===== src/mecanum_wheel_kinematics_assert.svh =====
// Assertion macros for the mecanum wheel kinematics block.
`ifndef MECANUM_WHEEL_KINEMATICS_ASSERT_SVH
`define MECANUM_WHEEL_KINEMATICS_ASSERT_SVH

// Same-cycle implication, checked out of reset.
`define MWK_ASSERT_NOW(label, clk, rst_n, pre, post) \
    label: assert property (@(posedge clk) disable iff (!(rst_n)) (pre) |-> (post)) \
        else $error("mwk assertion failed");

// Next-cycle implication, checked out of reset.
`define MWK_ASSERT_NEXT(label, clk, rst_n, pre, post) \
    label: assert property (@(posedge clk) disable iff (!(rst_n)) (pre) |=> (post)) \
        else $error("mwk assertion failed");

`endif


===== src/mwk_pkg.sv =====
`timescale 1ns / 1ps

package mwk_pkg;

    localparam int TRIG_FRACTION_BITS = 15;
    localparam int TRIG_W   = TRIG_FRACTION_BITS + 1;
    localparam int TRIG_S_W = TRIG_W + 1;
    localparam int SPD_W    = 8;
    localparam int PWM_W    = 8;
    localparam int VEL_W    = SPD_W + TRIG_W + 1;
    localparam int PROD_W   = SPD_W + 1 + TRIG_S_W;
    localparam int SUM_W    = VEL_W + 1;
    localparam int MAG_W    = SUM_W - TRIG_FRACTION_BITS;
    localparam int ROM_DEPTH = 91;
    localparam int ROM_AW    = 7;

    localparam logic [63:0] Q30_PI = 64'd3373259426;

    localparam logic [1:0] DIR_STOP = 2'd0;
    localparam logic [1:0] DIR_FWD  = 2'd1;
    localparam logic [1:0] DIR_REV  = 2'd2;

    localparam logic [1:0] CLAMP_NONE = 2'd0;
    localparam logic [1:0] CLAMP_MAX  = 2'd1;
    localparam logic [1:0] CLAMP_NEG  = 2'd2;

    localparam logic [SPD_W-1:0] SPEED_LIMIT_RST = 8'd100;

    typedef struct packed {
        logic signed [15:0] drive_speed;
        logic signed [15:0] heading_deg;
    } t_cmd;

    typedef struct packed {
        logic [PWM_W-1:0] wheel1_pwm;
        logic [PWM_W-1:0] wheel2_pwm;
        logic [PWM_W-1:0] wheel3_pwm;
        logic [PWM_W-1:0] wheel4_pwm;
        logic [1:0]       wheel1_dir;
        logic [1:0]       wheel2_dir;
        logic [1:0]       wheel3_dir;
        logic [1:0]       wheel4_dir;
        logic [1:0]       speed_clamp_status;
        logic [3:0]       range_error_bits;
    } t_result;

    // Drive for a wheel sum and for its negation (same magnitude).
    typedef struct packed {
        logic [PWM_W-1:0] pwm;
        logic [1:0]       dir_pos;
        logic [1:0]       dir_neg;
        logic             err;
    } t_wheel_drv;

    typedef logic [TRIG_W-1:0] t_sin_rom [0:ROM_DEPTH-1];

    // sin(k deg), k = 0..90: Q30 Taylor series through x^17, rounded to
    // TRIG_FRACTION_BITS. Evaluated at elaboration only.
    function automatic t_sin_rom f_sin_rom();
        t_sin_rom    rom;
        logic [63:0] x;
        logic [63:0] x2;
        logic [63:0] term;
        longint      sum;
        for (int k = 0; k < ROM_DEPTH; k++) begin
            x    = (64'(k) * Q30_PI + 64'd90) / 64'd180;
            x2   = (x * x) >> 30;
            term = x;
            sum  = longint'(x);
            for (int n = 1; n <= 8; n++) begin
                term = ((term * x2) >> 30) / 64'((2 * n) * (2 * n + 1));
                if (n % 2 == 1) begin
                    sum = sum - longint'(term);
                end else begin
                    sum = sum + longint'(term);
                end
            end
            if (sum < 0) begin
                sum = 0;
            end
            if (sum > (longint'(1) << 30)) begin
                sum = longint'(1) << 30;
            end
            rom[k] = TRIG_W'((sum + (longint'(1) << (29 - TRIG_FRACTION_BITS)))
                             >>> (30 - TRIG_FRACTION_BITS));
        end
        return rom;
    endfunction

    localparam t_sin_rom SIN_ROM = f_sin_rom();

endpackage


===== src/mwk_wheel_out.sv =====
`timescale 1ns / 1ps

module mwk_wheel_out (
    input  logic signed [mwk_pkg::SUM_W-1:0] i_sum,
    output mwk_pkg::t_wheel_drv              o_drv
);
    import mwk_pkg::*;

    logic             w_neg;
    logic [SUM_W-1:0] w_abs;
    logic [MAG_W-1:0] w_mag;
    logic             w_over;

    assign w_neg  = i_sum[SUM_W-1];
    assign w_abs  = w_neg ? -i_sum : i_sum;
    assign w_mag  = w_abs[SUM_W-1:TRIG_FRACTION_BITS];
    assign w_over = |w_mag[MAG_W-1:PWM_W];

    always_comb begin
        o_drv.err = w_over;
        o_drv.pwm = w_over ? '0 : w_mag[PWM_W-1:0];
        if (w_mag == '0) begin
            o_drv.dir_pos = DIR_STOP;
            o_drv.dir_neg = DIR_STOP;
        end else if (w_neg) begin
            o_drv.dir_pos = DIR_REV;
            o_drv.dir_neg = DIR_FWD;
        end else begin
            o_drv.dir_pos = DIR_FWD;
            o_drv.dir_neg = DIR_REV;
        end
    end

endmodule


===== src/mecanum_wheel_kinematics.sv =====
`timescale 1ns / 1ps
// Channel   Direction  Handshake            Payload
// command   in         i_valid / o_ready    i_cmd    (t_cmd)
// result    out        o_valid / i_ready    o_result (t_result)
// config    in         i_cfg_wr_en          i_cfg_wr_data (speed limit)
//
// One transaction per cycle sustained while i_ready is high; six register stages.
// Stages: input, clamp and heading reciprocal multiply, mod 360, trig table,
// velocity multiply, wheel outputs. Each stage holds while the next is full
// and stalled, so empty stages still fill while a result waits.
// Synchronous active-low reset empties the pipeline and sets the speed limit to 100.
`include "mecanum_wheel_kinematics_assert.svh"

module mecanum_wheel_kinematics (
    input  logic                   i_clk,
    input  logic                   i_rst_n,
    input  logic                   i_valid,
    output logic                   o_ready,
    input  mwk_pkg::t_cmd          i_cmd,
    output logic                   o_valid,
    input  logic                   i_ready,
    output mwk_pkg::t_result       o_result,
    input  logic                   i_cfg_wr_en,
    input  logic [mwk_pkg::SPD_W-1:0] i_cfg_wr_data
);
    import mwk_pkg::*;

    localparam int          NSTG        = 6;
    localparam logic [16:0] HDG_OFFSET  = 17'd33120;   // 92 * 360
    localparam logic [16:0] HDG_RECIP   = 17'd93207;   // ceil(2^25 / 360)
    localparam int          HDG_SHIFT   = 25;
    localparam logic [16:0] DEG_360     = 17'd360;
    localparam logic [8:0]  DEG_90      = 9'd90;
    localparam logic [8:0]  DEG_180     = 9'd180;
    localparam logic [8:0]  DEG_270     = 9'd270;
    localparam logic [ROM_AW-1:0] IDX_90 = 7'd90;

    logic [SPD_W-1:0] r_speed_limit;
    logic [NSTG-1:0]  r_vld;
    logic [NSTG-1:0]  w_rdy;

    // stage 0
    t_cmd r_cmd;
    // stage 1
    logic [SPD_W-1:0] r_spd1, n_spd1;
    logic [1:0]       r_stat1, n_stat1;
    logic [16:0]      r_u1, n_u1;
    logic [7:0]       r_q1;
    logic [33:0]      w_qprod;
    // stage 2
    logic [SPD_W-1:0] r_spd2;
    logic [1:0]       r_stat2;
    logic [8:0]       r_h2;
    logic [16:0]      w_q360;
    // stage 3
    logic [SPD_W-1:0]          r_spd3;
    logic [1:0]                r_stat3;
    logic signed [TRIG_S_W-1:0] r_sin3, n_sin3, r_cos3, n_cos3;
    logic [1:0]                w_quad;
    logic [ROM_AW-1:0]         w_ridx;
    logic signed [TRIG_S_W-1:0] w_ta, w_tb;
    // stage 4
    logic [1:0]                r_stat4;
    logic signed [VEL_W-1:0]   r_vx4, r_vy4;
    logic signed [PROD_W-1:0]  w_px, w_py;
    // stage 5
    t_result                   r_res, n_res;
    logic signed [SUM_W-1:0]   w_sum_d, w_sum_s;
    t_wheel_drv                w_drv_d, w_drv_s;

    always_ff @(posedge i_clk) begin
        if (!i_rst_n) begin
            r_speed_limit <= SPEED_LIMIT_RST;
        end else if (i_cfg_wr_en) begin
            r_speed_limit <= i_cfg_wr_data;
        end
    end

    always_comb begin
        w_rdy[NSTG-1] = !r_vld[NSTG-1] || i_ready;
        for (int k = NSTG - 2; k >= 0; k--) begin
            w_rdy[k] = !r_vld[k] || w_rdy[k+1];
        end
    end

    always_ff @(posedge i_clk) begin
        if (!i_rst_n) begin
            r_vld <= '0;
        end else begin
            if (w_rdy[0]) begin
                r_vld[0] <= i_valid;
            end
            for (int k = 1; k < NSTG; k++) begin
                if (w_rdy[k]) begin
                    r_vld[k] <= r_vld[k-1];
                end
            end
        end
    end

    // stage 1: speed clamp, heading offset and reciprocal multiply
    always_comb begin
        if (r_cmd.drive_speed > $signed({8'd0, r_speed_limit})) begin
            n_spd1  = r_speed_limit;
            n_stat1 = CLAMP_MAX;
        end else if (r_cmd.drive_speed[15]) begin
            n_spd1  = '0;
            n_stat1 = CLAMP_NEG;
        end else begin
            n_spd1  = r_cmd.drive_speed[SPD_W-1:0];
            n_stat1 = CLAMP_NONE;
        end
        n_u1 = {r_cmd.heading_deg[15], r_cmd.heading_deg} + HDG_OFFSET;
    end

    assign w_qprod = n_u1 * HDG_RECIP;

    // stage 2: heading mod 360
    assign w_q360 = {9'd0, r_q1} * DEG_360;

    // stage 3: quadrant split and sine/cosine lookup
    always_comb begin
        if (r_h2 >= DEG_270) begin
            w_quad = 2'd3;
            w_ridx = ROM_AW'(r_h2 - DEG_270);
        end else if (r_h2 >= DEG_180) begin
            w_quad = 2'd2;
            w_ridx = ROM_AW'(r_h2 - DEG_180);
        end else if (r_h2 >= DEG_90) begin
            w_quad = 2'd1;
            w_ridx = ROM_AW'(r_h2 - DEG_90);
        end else begin
            w_quad = 2'd0;
            w_ridx = ROM_AW'(r_h2);
        end
        w_ta = $signed({1'b0, SIN_ROM[w_ridx]});
        w_tb = $signed({1'b0, SIN_ROM[IDX_90 - w_ridx]});
        case (w_quad)
            2'd0: begin
                n_sin3 = w_ta;
                n_cos3 = w_tb;
            end
            2'd1: begin
                n_sin3 = w_tb;
                n_cos3 = -w_ta;
            end
            2'd2: begin
                n_sin3 = -w_ta;
                n_cos3 = -w_tb;
            end
            default: begin
                n_sin3 = -w_tb;
                n_cos3 = w_ta;
            end
        endcase
    end

    // stage 4: velocity components
    assign w_px = $signed({1'b0, r_spd3}) * r_cos3;
    assign w_py = $signed({1'b0, r_spd3}) * r_sin3;

    // stage 5: wheel sums; w2 = -w3 and w4 = -w1
    assign w_sum_d = {r_vx4[VEL_W-1], r_vx4} - {r_vy4[VEL_W-1], r_vy4};
    assign w_sum_s = {r_vx4[VEL_W-1], r_vx4} + {r_vy4[VEL_W-1], r_vy4};

    mwk_wheel_out u_wheel_diff (
        .i_sum (w_sum_d),
        .o_drv (w_drv_d)
    );

    mwk_wheel_out u_wheel_sum (
        .i_sum (w_sum_s),
        .o_drv (w_drv_s)
    );

    always_comb begin
        n_res.wheel1_pwm         = w_drv_d.pwm;
        n_res.wheel2_pwm         = w_drv_s.pwm;
        n_res.wheel3_pwm         = w_drv_s.pwm;
        n_res.wheel4_pwm         = w_drv_d.pwm;
        n_res.wheel1_dir         = w_drv_d.dir_pos;
        n_res.wheel2_dir         = w_drv_s.dir_neg;
        n_res.wheel3_dir         = w_drv_s.dir_pos;
        n_res.wheel4_dir         = w_drv_d.dir_neg;
        n_res.speed_clamp_status = r_stat4;
        n_res.range_error_bits   = {w_drv_d.err, w_drv_s.err, w_drv_s.err, w_drv_d.err};
    end

    always_ff @(posedge i_clk) begin
        if (w_rdy[0]) begin
            r_cmd <= i_cmd;
        end
        if (w_rdy[1]) begin
            r_spd1  <= n_spd1;
            r_stat1 <= n_stat1;
            r_u1    <= n_u1;
            r_q1    <= w_qprod[HDG_SHIFT+7:HDG_SHIFT];
        end
        if (w_rdy[2]) begin
            r_spd2  <= r_spd1;
            r_stat2 <= r_stat1;
            r_h2    <= 9'(r_u1 - w_q360);
        end
        if (w_rdy[3]) begin
            r_spd3  <= r_spd2;
            r_stat3 <= r_stat2;
            r_sin3  <= n_sin3;
            r_cos3  <= n_cos3;
        end
        if (w_rdy[4]) begin
            r_stat4 <= r_stat3;
            r_vx4   <= w_px[VEL_W-1:0];
            r_vy4   <= w_py[VEL_W-1:0];
        end
        if (w_rdy[5]) begin
            r_res <= n_res;
        end
    end

    assign o_ready  = w_rdy[0];
    assign o_valid  = r_vld[NSTG-1];
    assign o_result = r_res;

    `MWK_ASSERT_NOW(a_stop_no_pwm, i_clk, i_rst_n,
        o_valid && o_result.wheel1_dir == DIR_STOP,
        o_result.wheel1_pwm == '0 && !o_result.range_error_bits[0])
    `MWK_ASSERT_NOW(a_pair_match, i_clk, i_rst_n, o_valid,
        o_result.wheel1_pwm == o_result.wheel4_pwm &&
        o_result.range_error_bits[0] == o_result.range_error_bits[3])
    `MWK_ASSERT_NOW(a_neg_speed_idle, i_clk, i_rst_n,
        o_valid && o_result.speed_clamp_status == CLAMP_NEG,
        o_result.range_error_bits == '0 && o_result.wheel3_dir == DIR_STOP)
    `MWK_ASSERT_NEXT(a_full_stall, i_clk, i_rst_n,
        !o_ready && !i_ready, o_valid && !o_ready == !i_ready)

endmodule


===== config.mk =====
export PLATFORM = sky130hd
export DESIGN_NAME = mecanum_wheel_kinematics
export DESIGN_NICKNAME = d
export VERILOG_FILES = /design/src/mwk_pkg.sv /design/src/mwk_wheel_out.sv /design/src/mecanum_wheel_kinematics.sv
export VERILOG_INCLUDE_DIRS = /design/src /design/src/src
export SDC_FILE = /design/constraint.sdc
export NUM_CORES = 1
export LEC_CHECK = 0
export ABC_CLOCK_PERIOD_IN_PS = 7700
export BUFFER_PORTS_ARGS = -buffer_cell sky130_fd_sc_hd__buf_4
export CAP_MARGIN = 30
export CELL_PAD_IN_SITES_DETAIL_PLACEMENT = 1
export CELL_PAD_IN_SITES_GLOBAL_PLACEMENT = 1
export CORE_MARGIN = 2
export CORE_UTILIZATION = 40
export CTS_CLUSTER_DIAMETER = 120
export DETAILED_ROUTE_END_ITERATION = 7
export PLACE_DENSITY_LB_ADDON = 0.1
export SYNTH_ARGS = -nofsm -noshare
export SYNTH_HDL_FRONTEND = slang
export SYNTH_SLANG_ARGS = --single-unit

===== constraint.sdc =====
create_clock -name i_clk -period 7.7 [get_ports i_clk]
set_input_delay 0.385 -clock i_clk [delete_from_list [all_inputs] [get_ports i_clk]]
set_output_delay 0.385 -clock i_clk [all_outputs]
set_load 0.1 [all_outputs]

Word level (Yosys, flattened, before mapping)
Memory sizes are Yosys's and may differ from the RTL's.
Index checks and enable logic that the tools add are counted.

storage, ports and cells
  word-level logic and storage cells = 95
  bits in registers = 218
  memories kept = 2
  memory bits (read-only) = 4096

memories
  name              depth  bits a word  rd ports  clocked after Yosys merged registers in  wr ports  RTL line                         RTL
  (name not given)  128    16           1         0                                        0         mecanum_wheel_kinematics.sv:137  w_tb = $signed({1'b0, SIN_ROM[IDX_90 - w_ridx]});
  (name not given)  128    16           1         0                                        0         mecanum_wheel_kinematics.sv:136  w_ta = $signed({1'b0, SIN_ROM[w_ridx]});

operators by class
  eq/ne operators = 2
  bitwise logic cells = 2
  $add $sub $neg = 12
  order comparisons = 6
  mux-type cells = 19
  multipliers = 4
  reductions and logical operators = 17

operator list
  operator                                                                              number
  17-bit one-hot mux with 3 select lines                                                2
  16-bit two-way mux                                                                    4
  26-bit two-way mux                                                                    2
  26-bit negation                                                                       2
  9-bit by 17-bit multiplier with 25-bit output                                         2
  16-bit negation with 17-bit output                                                    2
  17-bit by 17-bit multiplier with 33-bit output (second input constant)                1
  25-bit by 25-bit adder with 26-bit output                                             1
  25-bit by 25-bit subtractor with 26-bit output                                        1
  11-bit zero test                                                                      2
  7-bit two-way mux                                                                     3
  17-bit by 16-bit adder with 17-bit output (second input constant)                     1
  8-bit greater-or-equal comparator (second input constant)                             2
  16-bit by 9-bit greater-than comparator with 1-bit output                             1
  8-bit two-way mux                                                                     2
  7-bit inverter with 8-bit output                                                      2
  9-bit by 7-bit greater-or-equal comparator with 1-bit output (second input constant)  1
  9-bit by 8-bit greater-or-equal comparator with 1-bit output (second input constant)  1
  9-bit greater-or-equal comparator (second input constant)                             1
  9-bit subtractor                                                                      1
  8-bit by 6-bit multiplier with 6-bit output (second input constant)                   1
  4-bit two-way mux                                                                     2
  7-bit by 4-bit subtractor with 7-bit output (second input constant)                   1
  7-bit by 6-bit subtractor with 7-bit output (second input constant)                   1
  10 further kinds                                                                      23

Longest topological paths before layout
  word-level depth = 11
  mapped depth = 32
  gate-level depth less buffers = 30

By module
A second synthesis with hierarchy kept.

second synthesis, totals
  cells, all modules = 3428
  area, all modules = 30930.9 µm²

modules (own cells, without submodules)
  module                        area an instance (µm²)  seq. area each (µm²)  cells each  instances
  mecanum_wheel_kinematics      30108.9                 6286.0                3303        1
  mwk_wheel_out (u_wheel_diff)  451.7                   0.0                   68          1
  mwk_wheel_out (u_wheel_sum)   370.4                   0.0                   57          1

Worst setup path before layout
No wires, ideal clock.

  path kind = reg-to-reg
  from = reg r_h2[1]
  to = reg r_cos3[16], data pin
  path slack = 608 ps
  period minus slack after synthesis = 7092 ps
  arrival = 6821 ps
  library setup time = 271 ps
  cell stages (with the launch flop) = 30
  data required time = 7429 ps
  buffers on the path = 9
  path through = edfxtp_1 -> clkbuf_1 -> clkbuf_1 -> inv_1 -> ha_1 -> nor2b_1 -> a211o_1 -> a21boi_0 -> o21a_1 -> clkbuf_1 -> nor2_1 -> clkbuf_1 -> inv_1 -> buf_2 -> buf_1 -> ha_1 -> clkbuf_1 -> a21o_1 -> clkbuf_1 -> nor2_1 -> nor3_2 -> buf_6 -> mux2_1 -> mux4_2 -> mux2i_4 -> nand3_2 -> nor4_4 -> nand4_1 -> a2111oi_2 -> o22ai_1

on the way
  word-level cells in the longest chain between the ends = 11

ends and longest elaborated chain
  item                                                                                              RTL line                                                          RTL
  start, declared                                                                                   mecanum_wheel_kinematics.sv:53                                    logic [8:0] r_h2;
  start signal, assigned                                                                            mecanum_wheel_kinematics.sv:202                                   r_h2 <= 9'(r_u1 - w_q360);
  9-bit by 7-bit greater-or-equal comparator with 1-bit output or 7-bit subtractor (tied branches)  mecanum_wheel_kinematics.sv:129, mecanum_wheel_kinematics.sv:131
  7-bit two-way mux                                                                                 mecanum_wheel_kinematics.sv:129                                   end else if (r_h2 >= DEG_90) begin
  7-bit two-way mux                                                                                 mecanum_wheel_kinematics.sv:126                                   end else if (r_h2 >= DEG_180) begin
  7-bit two-way mux                                                                                 mecanum_wheel_kinematics.sv:123                                   if (r_h2 >= DEG_270) begin
  7-bit subtractor                                                                                  mecanum_wheel_kinematics.sv:137
  7-bit inverter with 8-bit output (not written as such)                                            mecanum_wheel_kinematics.sv:137
  memory 128 x 16 bit                                                                               n/a
  16-bit two-way mux (not written as such) (2 in a row)                                             mecanum_wheel_kinematics.sv:137
  16-bit negation with 17-bit output                                                                mecanum_wheel_kinematics.sv:149                                   n_cos3 = -w_tb;
  17-bit one-hot mux with 3 select lines (*)                                                        mecanum_wheel_kinematics.sv:138                                   case (w_quad)
  net n_cos3[16]                                                                                    mecanum_wheel_kinematics.sv:58                                    logic signed [TRIG_S_W-1:0] r_sin3, n_sin3, r_cos3, n_cos3;
  end signal, assigned                                                                              mecanum_wheel_kinematics.sv:208                                   r_cos3 <= n_cos3;
  end, declared                                                                                     mecanum_wheel_kinematics.sv:58

Mark *: on every way through the listed nets, which the timed path passes. The rest lies on a longest branch. The select of a mux whose other input is x is not followed.
A chain may end at the register's enable or synchronous reset.

Final worst setup path
  from = reg r_spd3[2]
  to = reg r_vy4[24], data pin

on the way
  word-level cells in the longest chain between the ends = 1

ends and longest elaborated chain
  item                                           RTL line                         RTL
  start, declared                                mecanum_wheel_kinematics.sv:56   logic [SPD_W-1:0] r_spd3;
  start signal, assigned                         mecanum_wheel_kinematics.sv:205  r_spd3 <= r_spd2;
  9-bit by 17-bit multiplier with 25-bit output  mecanum_wheel_kinematics.sv:160  assign w_py = $signed({1'b0, r_spd3}) * r_sin3;
  net w_py[24]                                   mecanum_wheel_kinematics.sv:65   logic signed [PROD_W-1:0] w_px, w_py;
  end signal, assigned                           mecanum_wheel_kinematics.sv:213  r_vy4 <= w_py[VEL_W-1:0];
  end, declared                                  mecanum_wheel_kinematics.sv:64   logic signed [VEL_W-1:0] r_vx4, r_vy4;

The timed path passes the listed nets, and every way through them passes these cells.

==> impl_metrics.csv <==
group,metric,value,unit
synth,synth-edff-count,196,
synth,synth.largest_area_cell,"edfxtp_1",
floorplan,start_util,40.5,%
cells_and_area,drive_above_1_share,7.92,%
sta,drv_slew,0,
synth,ys_top_cells_by_area,"edfxtp_1 19%, fa_1 19%, ha_1 13%",
clocking,clock_sinks,210,
setup_path,crit_required,8.03,ns
floorplan,num_io_pins,93,
clocking,cts_max_path_buffers,3,
floorplan,die_h,279,um
synth,ys_seq_area_share,20.4,%
placed_design,io_buffer_count,92,
placed_design,dp_hpwl,79100,um
clocking,cts_buffers,27,
cells_and_area,fillers,8695,
sta,hold_viol,0,
setup_path,regToRegStartpoint,"r_spd3[2]",
synth,syn_area_per_cell,8.96,um2
global_routing,grt_pass1_wl,156000,um
clocking,clk_latency,0.58,ns
sta,maxClockFrequency,0.142,GHz
drt,vias_per_cell,5.67,
setup_path,ff2ff_setup_slack,0.68,ns
cells_and_area,multi_input_area,21300,um2
sta,rsz0062_at_grt,"false",
synth,synth.top_cells.by_count,"545 x inv_1, 317 x ha_1, 288 x fa_1",
setup_path,worst-setup-path-type,"register to register",
clocking,path_clk_slew,0.07,ns
cells_and_area,areaGrowthSynthToFinish,10.3,%
cells_and_area,diodes,0,
status,status,"complete, no violations",
clocking,ctsResizeCount,0,
synth,synth_top_area_share,19.5,%
drt,drt_iter0_markers,1341,
floorplan,fp-row-count,100,
setup_path,path_max_fanout,19,
floorplan,fp.dieW,279,um
synth,synth_cells,3369,
sta,finalSetupTns,0,ns
synth,yosys_warnings,0,
drt,ant_nets,0,
min_path,hold_path_class,"primary input to register",
synth,ys.flop_type,"edfxtp_1",
cells_and_area,layout.nets,4087,
floorplan,fp.coreArea,74600,um2
global_routing,grt_pass1_vias,27137,
setup_path,crit_path_end_kind,"register",
sta,max-slew-margin-rel,23.0,%
setup_path,worst-r2r-cell-count,23,
sta,finalWorstPathRequiredPeriod,7.02,ns
drt,drt_first_pass_iters,5,
clocking,cts_root_buf,"clkbuf_16",
setup_path,r2r_end,"r_vy4[24]",
sta,final-setup-viol-count,0,
synth,synth_seq_cells,210,
global_routing,antenna_found_initial,1,
floorplan,die-area,77700,um2
setup_path,crit_start,"r_spd3[2]",
drt,wire_per_inst,22.2,um
cells_and_area,seq_area,6170,um2
drt,vias,25085,
global_routing,grtUsageTotal,25.3,%
setup_path,critPathLaunchType,"register",
drt,drt_wl_total,98100,um
sta,clock_skew,0.0246,ns
setup_path,arrival,7.35,ns
sta,worst_slew_pin_slew,1.15,ns
synth,ys_types,101,
global_routing,grt_max_degree,53,
global_routing,grt_overflow,0,
placed_design,place.gp.congestion,0.931,
drt,drcViolationCount,0,
clocking,htreeDepth,1,
setup_path,crit_end,"r_vy4[24]",
sta,timing.final.crit_share,91.2,%
run,max_cap_viol_count,0,
synth,async_flop_share,0,%
synth,synth_area,30200,um2
clocking,cts_tree,"built",
synth,synthMostInstantiatedCell,"inv_1",
synth,synth_fp_nets,4019,
[per-stage QoR]
stage | std cells | hold slack, ns | utilization (%) | setup slack (ns) | instance area (um2)
2_1_floorplan | 3369 | 0.400 | - | 0.608 | 30200
3_3_place_gp | 4342 | 0.404 | 42.9 | 0.886 | 32000
3_5_place_dp | 4344 | 0.405 | 42.9 | 0.777 | 32000
4_1_cts | 4426 | 0.0326 | 44.6 | 0.649 | 33300
5_1_grt | 4427 | 0.0621 | 44.7 | 0.227 | 33300
6_report | 4427 | 0.0537 | 44.7 | 0.676 | 33300
[critical path, stage by stage, from the launching register on]
cell and delay, ns:
edfxtp_1 0.83, buf_4 0.39, nand2_1 0.12, fa_1 0.54, fa_1 0.54, inv_1 0.05, ha_1 0.27, inv_1 0.06
fa_1 0.54, fa_1 0.48, nor2b_1 0.14, o21ai_0 0.11, a21boi_0 0.25, o21ai_0 0.14, a21boi_0 0.26, o21ai_0 0.14
a21boi_0 0.36, o211ai_1 0.18, nand3_1 0.15, a31oi_1 0.13, a211oi_1 0.39, a21o_1 0.24, a21oi_1 0.09, xnor2_1 0.36
[worst min-delay path by stage]
stage                          start               end  cells past startpoint
floorplan                 r_stat4[0]       o_result[4]                      0
global placement           r_spd1[3]         r_spd2[3]                      0
detailed placement        r_stat2[0]        r_stat3[0]                      0
CTS                 i_cfg_wr_data[6]  r_speed_limit[6]                      3
global route        i_cfg_wr_data[6]  r_speed_limit[6]                      3
finish              i_cfg_wr_data[6]  r_speed_limit[6]                      3
[cell families (layout without fill, tap and decap cells)]
logic type	Yosys count	in the layout	synth area share (%)
AOI/OAI and AO/OA	688	688	15.9
xor gates and xnor gates	188	188	5.48
adders and majority gates	605	605	32.2
buffers and inverters	713	802	9.26
DFF	210	210	20.4
muxes	41	41	1.55
and+or+nand+nor	924	924	15.2
[routing by layer]
metal	GRT usage (%)	vias up	wire length, um
li1	-	11587	-
met1	32.2	12699	42200
met2	45.4	635	49100
met3	2.77	162	4120
met4	6.99	2	2740
met5	0	-	13
[layout make-up]
class                      count  area share (%)
clock buffer                  32            2.18
tap                          969            3.64
sequential                   210            18.5
inverter                     546            6.15
multi-input combinational   2446            63.9
clock inverter                18           0.631
timing repair buffer         206            4.97
[cells in the final DEF, fill, tap and decap left out, types with 36 or more instances in the layout]
cell	Yosys	layout
a21oi_1	150	150
nand2_1	240	239
edfxtp_1	196	196
ha_1	317	317
inv_1	545	544
nor3_1	68	68
fa_1	288	288
o211ai_1	40	40
nor2_1	206	205
nand3_1	62	62
xor2_1	47	46
a211oi_1	36	36
xnor2_1	140	138
and2_1	188	188
buf_4	23	171
o21ai_0	114	114
[timing repair]
item                      CTS  global route
hold buffers               32             0
hold endpoints to repair   32             0
buffers inserted            0             0
[sequential cells by signal (all words and copies together) (netlist names), 6 cells and up]
| name | count |
|---|---|
| r_spd1 | 8 |
| r_sin3 | 17 |
| r_h2 | 9 |
| o_result | 24 |
| r_cos3 | 17 |
| r_cmd | 32 |
| r_q1 | 6 |
| r_spd3 | 8 |
| r_vy4 | 25 |
| r_spd2 | 8 |
| r_speed_limit | 8 |
| r_vx4 | 25 |
| r_vld | 6 |
| r_u1 | 9 |
Power is not shown: default switching activity piles up to over one toggle a cycle in this logic, so the estimate is an artifact.
